File: src/design/euler_to_quaternion_top_defines.svh
// Assertion macros for the euler_to_quaternion design files; only e2q_queue includes them.
`ifndef EULER_TO_QUATERNION_TOP_DEFINES_SVH
`define EULER_TO_QUATERNION_TOP_DEFINES_SVH

// The condition must hold in the same cycle as the trigger.
`define E2Q_ASSERT_NOW(lbl, clk, rst, ante, cons, msg) \
   lbl: assert property (@(posedge clk) disable iff (rst) (ante) |-> (cons)) else $error(msg);

// The condition must hold in the cycle after the trigger.
`define E2Q_ASSERT_NEXT(lbl, clk, rst, ante, cons, msg) \
   lbl: assert property (@(posedge clk) disable iff (rst) (ante) |=> (cons)) else $error(msg);

`endif

File: src/design/e2q_pkg.sv
// Shared types, constants and helper functions of the Euler angle to quaternion converter.
package e2q_pkg;

   localparam int ANGLE_FRAC_BITS = 6;
   localparam int OUT_FRAC_BITS   = 14;
   localparam int ANG_W           = 16;
   localparam int OUT_W           = 16;
   localparam int TURN_W          = 32;
   localparam int CW              = 34;
   localparam int LANES           = 3;
   localparam int CORDIC_STEPS    = 30;
   localparam int QDepth          = 4;

   // 720 degrees = 45 * 16, so the half-angle divisor is 45 * 2^(ANGLE_FRAC_BITS + 4).
   localparam int TurnShift  = 28 - ANGLE_FRAC_BITS;
   localparam longint TurnDiv  = 45;
   localparam longint TurnHalf = TurnDiv / 2;
   localparam int RecipShift = 21;
   localparam longint Recip  = ((longint'(1) << RecipShift) + TurnDiv - 1) / TurnDiv;

   localparam int RoundShift = 30 - OUT_FRAC_BITS;
   localparam longint RoundHalf = (RoundShift > 0) ? (longint'(1) << (RoundShift - 1)) : 0;
   localparam longint OutLim    = longint'(1) << OUT_FRAC_BITS;

   localparam logic signed [CW-1:0] CordicGain = 34'sd652032874;
   localparam logic signed [CW-1:0] QuarterTurn = 34'sd1073741824;
   localparam logic signed [CW-1:0] HalfTurn    = 34'sd2147483648;

   localparam logic [TURN_W-1:0] ATAN_TAB [CORDIC_STEPS] = '{
      32'h20000000, 32'h12E4051E, 32'h09FB385B, 32'h051111D4, 32'h028B0D43,
      32'h0145D7E1, 32'h00A2F61E, 32'h00517C55, 32'h0028BE53, 32'h00145F2F,
      32'h000A2F98, 32'h000517CC, 32'h00028BE6, 32'h000145F3, 32'h0000A2FA,
      32'h0000517D, 32'h000028BE, 32'h0000145F, 32'h00000A30, 32'h00000518,
      32'h0000028C, 32'h00000146, 32'h000000A3, 32'h00000051, 32'h00000029,
      32'h00000014, 32'h0000000A, 32'h00000005, 32'h00000003, 32'h00000001
   };

   typedef logic [LANES-1:0][TURN_W-1:0] lane_turns_type;

   typedef struct packed {
      logic full;
      logic valid;
   } q_status_type;

   // Binary-angle share of the remainder left after dividing the magnitude by 45.
   function automatic logic [TURN_W-1:0] frac_turn(input logic [5:0] rem);
      longint v;
      v = ((longint'(rem) << TurnShift) + TurnHalf) / TurnDiv;
      return v[TURN_W-1:0];
   endfunction

   // Round a Q4.60 product back to Q2.30.
   function automatic logic signed [31:0] mul_round(input logic signed [63:0] p);
      logic signed [63:0] r;
      r = (p + 64'sd536870912) >>> 30;
      return r[31:0];
   endfunction

   // Round a Q3.30 sum of two Q2.30 products to the output format and clamp it to plus or minus one.
   function automatic logic [OUT_W-1:0] finish(input logic signed [32:0] v);
      logic signed [33:0] r;
      r = (34'(v) + 34'(RoundHalf)) >>> RoundShift;
      if (r > 34'(OutLim)) begin
         r = 34'(OutLim);
      end else if (r < -34'(OutLim)) begin
         r = -34'(OutLim);
      end
      return r[OUT_W-1:0];
   endfunction

endpackage

File: src/design/e2q_queue.sv
// Short queue of half-angle triples between the front end and the CORDIC back end.
`include "euler_to_quaternion_top_defines.svh"
module e2q_queue (
   input  logic                    clock,
   input  logic                    reset,
   input  logic                    q_push,
   input  e2q_pkg::lane_turns_type q_wdata,
   input  logic                    q_pop,
   output e2q_pkg::lane_turns_type q_rdata,
   output e2q_pkg::q_status_type   q_status
);

   localparam int PtrW = $clog2(e2q_pkg::QDepth);
   localparam int CntW = $clog2(e2q_pkg::QDepth + 1);

   e2q_pkg::lane_turns_type mem_ff [e2q_pkg::QDepth];
   logic [PtrW-1:0]         wr_ptr_ff;
   logic [PtrW-1:0]         rd_ptr_ff;
   logic [CntW-1:0]         count_ff;
   logic [CntW-1:0]         count_in;

   assign q_rdata        = mem_ff[rd_ptr_ff];
   assign q_status.valid = (count_ff != '0);
   assign q_status.full  = (count_ff == CntW'(e2q_pkg::QDepth));

   always_comb begin
      count_in = count_ff;
      if (q_push && !q_pop) begin
         count_in = count_ff + 1'b1;
      end else if (!q_push && q_pop) begin
         count_in = count_ff - 1'b1;
      end
   end

   always_ff @(posedge clock) begin
      if (reset) begin
         wr_ptr_ff <= '0;
         rd_ptr_ff <= '0;
         count_ff  <= '0;
      end else begin
         count_ff <= count_in;
         if (q_push) begin
            wr_ptr_ff <= wr_ptr_ff + 1'b1;
         end
         if (q_pop) begin
            rd_ptr_ff <= rd_ptr_ff + 1'b1;
         end
      end
   end

   always_ff @(posedge clock) begin
      if (q_push) begin
         mem_ff[wr_ptr_ff] <= q_wdata;
      end
   end

   `E2Q_ASSERT_NOW(a_count_bound, clock, reset, 1'b1, count_ff <= CntW'(e2q_pkg::QDepth), "queue count beyond depth")
   `E2Q_ASSERT_NOW(a_no_overflow, clock, reset, q_push, !q_status.full, "push into a full queue")
   `E2Q_ASSERT_NOW(a_no_underflow, clock, reset, q_pop, q_status.valid, "pop from an empty queue")
   `E2Q_ASSERT_NEXT(a_count_up, clock, reset, q_push && !q_pop, count_ff == $past(count_ff) + 1'b1, "count did not grow on push")

endmodule

File: config.mk
export PLATFORM = sky130hd
export DESIGN_NAME = e2q_queue
export DESIGN_NICKNAME = d
export VERILOG_FILES = /design/src/design/e2q_pkg.sv /design/src/design/e2q_queue.sv
export VERILOG_INCLUDE_DIRS = /design/src /design/src/design
export SDC_FILE = /design/constraint.sdc
export NUM_CORES = 1
export LEC_CHECK = 0
export ABC_AREA = 1
export BUFFER_PORTS_ARGS = -buffer_cell sky130_fd_sc_hd__buf_2
export CORE_AREA = 5 5 114 223
export CTS_BUF_LIST = sky130_fd_sc_hd__clkbuf_8
export DETAILED_ROUTE_END_ITERATION = 16
export DIE_AREA = 0 0 119 228
export GPL_ROUTABILITY_DRIVEN = 0
export GPL_TIMING_DRIVEN = 0
export PLACE_DENSITY = 0.86
export REMOVE_ABC_BUFFERS = 1
export SYNTH_ARGS = -nofsm -noshare
export SYNTH_HDL_FRONTEND = slang
export SYNTH_SLANG_ARGS = --single-unit
export TNS_END_PERCENT = 30
File: constraint.sdc
create_clock -name clock -period 9.35 [get_ports clock]
set_clock_uncertainty 0.15 [all_clocks]
set_input_delay 1.87 -clock clock [delete_from_list [all_inputs] [get_ports clock]]
set_output_delay 1.87 -clock clock [all_outputs]
set_load 0.03 [all_outputs]
==> results.py <==
metrics = {
    "outcome": {
        "status": "completed",
    },
    "sta": {
        "fin_crit_sh_pct": 48.23,
        "fmaxAchievable_mhz": 221.7,
        "rsz0062_at_grt": "false",
        "tightest_slew_ps": 758.4,
        "finalCriticalPeriod_ps": 4510,
        "final_hold_viol_count": 0,
        "maxSlewViolCount": 0,
        "setup-violations-final": 0,
        "relSlewSlack_pct": 49.44,
    },
    "worst_setup_path": {
        "worst_ep_required_time_ps": 7330,
        "slowest_stage": "dfxtp_4",
        "cp_num_cells": 5,
        "crit_path_start_kind": "flip-flop",
        "end_kind": "primary output",
        "r2r_cells": 5,
        "r2r-start": "wr_ptr_ff[0]$_SDFFE_PP0P_",
        "worstSetupPathType": "reg2out",
        "cp.arrival_ps": 2490,
        "rrSetupSlack_ps": 7240,
        "crit_buf_inv": 3,
        "endpoint": "q_rdata[2]",
        "cp_max_fo": 54,
        "critPathMaxStageDelay_ps": 510,
        "critPathTopFamily": "buffers and inverters",
        "worstReg2RegEnd": "mem_ff[0][29]$_DFFE_PP_",
        "cp_cell_sequence": "inv_4, buf_16, o21ai_1, o22ai_1, buf_2",
    },
    "routing": {
        "wl_met2_um": 16820,
        "drt-wirelength-per-cell_um": 20.37,
        "dr.pass1.iters": 6,
        "drc": 0,
        "vias": 8937,
        "top_layer_used": "met4",
        "wl_met3_um": 1979,
        "drtIter0Drc": 681,
        "ant_nets": 0,
        "wirelength_um": 30640,
        "routed_via_density": 5.942,
        "met1_length_um": 10590,
    },
    "global_routing": {
        "grt_max_degree": 127,
        "grt_pass1_vias": 9001,
        "gr-usage-all-layers_pct": 21.94,
        "antenna_found_initial": 5,
        "grt_pass1_wl_um": 46590,
        "overflow": 0,
    },
    "layout": {
        "design_area_um2": 16780,
        "drive_above_1_share_pct": 22.70,
        "nets": 1288,
        "utilization_pct": 71.95,
        "syn_to_final_growth_pct": 14.00,
        "nFillCells": 1406,
    },
    "clocking": {
        "hold_buffers": 0,
        "cts_setup_buffers": 0,
        "htree_num_levels": 2,
        "cts_sinks": 393,
        "cts_inserted_buffers": 49,
        "cts-resized-gates": 0,
        "cts_tree": "done",
        "clkTransAtPathRegs_ps": 60,
        "cts_root_buf": "clkbuf_8",
        "clk_latency_ps": 560,
        "clockBufferDepth": 3,
    },
    "die": {
        "die_h_um": 228,
        "io_pins": 198,
        "initial_core_util_pct": 63.12,
        "rows": 79,
        "fp.dieArea_um2": 27130,
        "die_w_um": 119,
        "core_um2": 23330,
    },
    "yosys": {
        "syn_area_per_cell_um2": 14.92,
        "syn_inst": 987,
        "synth_cell_types": 22,
        "synth_flop_cell": "edfxtp_1",
        "ys_seq_area_share_pct": 79.54,
        "synth_seq_cells": 393,
        "ys_warn_count": 0,
        "synth_edf_count": 384,
        "synthesis.area_um2": 14720,
        "synthArstFlopShare_pct": 0,
    },
    "placed_design": {
        "dp_hpwl_um": 17140,
        "port_buffers": 197,
        "dpl-instance-area_um2": 15870,
    },
    "hold_path": {
        "hold_path_depth": 1,
        "hold_class": "reg2reg",
    },
    "pwr": {
        "peakVddDrop_mv": 0.1706,
        "p_switching_mw": 0.9058,
        "sequentialPowerShare_pct": 56.6,
        "power.density_nw_per_um2": 214.4,
        "pwr-share-clk_pct": 31.1,
        "total_power_mw": 3.598,
        "p_sw_share_pct": 25.18,
        "leakage_nw": 5.918,
        "p_int_mw": 2.692,
        "power.share.combinational_pct": 12.3,
    },
    "flow_run": {
        "cap_viol_max_count": 0,
    },
}
-- stage by stage --
step,setup WS [ps],setup TNS (ps),hold slack [ps],std cells
after floorplan,2013,0,261.5,925
after global placement,-1445,-126530,273.7,1405
after detailed placement,5402,0,284.8,1414
after CTS,4801,0,309.3,1499
after global routing,4725,0,326.1,1504
final,4840,0,308.7,1504
-- worst min-delay path by stage --
stage	start	endpoint
floorplan	rd_ptr_ff[1]$_SDFFE_PP0P_	flip-flop
global placement	rd_ptr_ff[1]$_SDFFE_PP0P_	flip-flop
detailed placement	rd_ptr_ff[1]$_SDFFE_PP0P_	flip-flop
CTS	rd_ptr_ff[1]$_SDFFE_PP0P_	flip-flop
global route	rd_ptr_ff[1]$_SDFFE_PP0P_	flip-flop
finish	rd_ptr_ff[1]$_SDFFE_PP0P_	flip-flop
-- cell families (layout without fill, tap and decap cells) --
kind of cell	after synthesis	in the layout	share of synthesized area [%]
AO/OA/AOI/OAI	296	296	10.88
AND/OR/NAND/NOR	212	212	5.438
flip-flops	393	393	79.54
XOR/XNOR	1	1	0.05949
buffers and inverters	79	308	3.526
other	0	5	0
adder cells (fa/ha/maj)	6	6	0.5608
-- metal layers --
layer  track usage [%]  vias to the layer above
li1                  -                     4120
met1             24.51                     4378
met2             39.60                      368
met3             4.210                       71
met4             10.88                        0
met5                 0                        -
-- power by group through the flow --
| stage | logic (mW) | clock network [mW] | registers [mW] |
|---|---|---|---|
| global route | 0.475 | 1.22 | 2.04 |
| detailed placement | 0.444 | 0 | 2.07 |
| global placement | 0.403 | 0 | 2.10 |
| CTS | 0.445 | 1.13 | 2.04 |
| finish | 0.442 | 1.12 | 2.04 |
| floorplan | 0.262 | 0 | 2.08 |
-- Yosys cell counts, types with 3 or more instances --
master    count  area share, %
inv_1        15           0.38
buf_2        11           0.37
buf_6        22            1.7
nand2_1      10           0.25
o22ai_1      96            4.1
a21oi_1       3           0.10
buf_4         9           0.46
o21ai_0     106            3.6
clkbuf_2      6           0.20
ha_1          5           0.42
o21ai_1      91            3.1
edfxtp_1    384             78
nor2_1      199            5.1
dfxtp_1       9            1.2
clkbuf_1     14           0.36
-- sequential cells by signal, summed over array words and instances (netlist names), named ones only --
name,cells
rd_ptr_ff,2
wr_ptr_ff,2
mem_ff,384
count_ff,3
-- cell type report --
cell class	count	area [um2]	area share (%)
Sequential cell	393	11720	69.82
Multi-Input combinational cell	515	2494	14.86
Timing Repair Buffer	206	1226	7.305
Clock buffer	51	701.9	4.182
Tap cell	283	354.1	2.110
Clock inverter	34	196.4	1.170
Inverter	17	81.33	0.4845
Antenna cell	5	12.51	0.07454
-- layout by cell type (no fill, tap or decap), types with 2 or more instances in the layout --
master	Yosys	layout
nor2_1	199	199
o22ai_1	96	96
a21oi_1	3	3
dfxtp_4	0	2
clkinv_2	0	7
ha_1	5	5
dfxtp_1	9	7
clkinv_1	0	11
inv_4	1	5
clkbuf_8	0	51
diode_2	0	5
edfxtp_1	384	384
buf_16	0	8
bufinv_16	0	2
clkinvlp_4	0	2
inv_1	15	23
nand2_1	10	10
o21ai_0	106	106
o21ai_1	91	91
buf_2	11	197
Note: power is estimated with default switching activity, not from simulation.
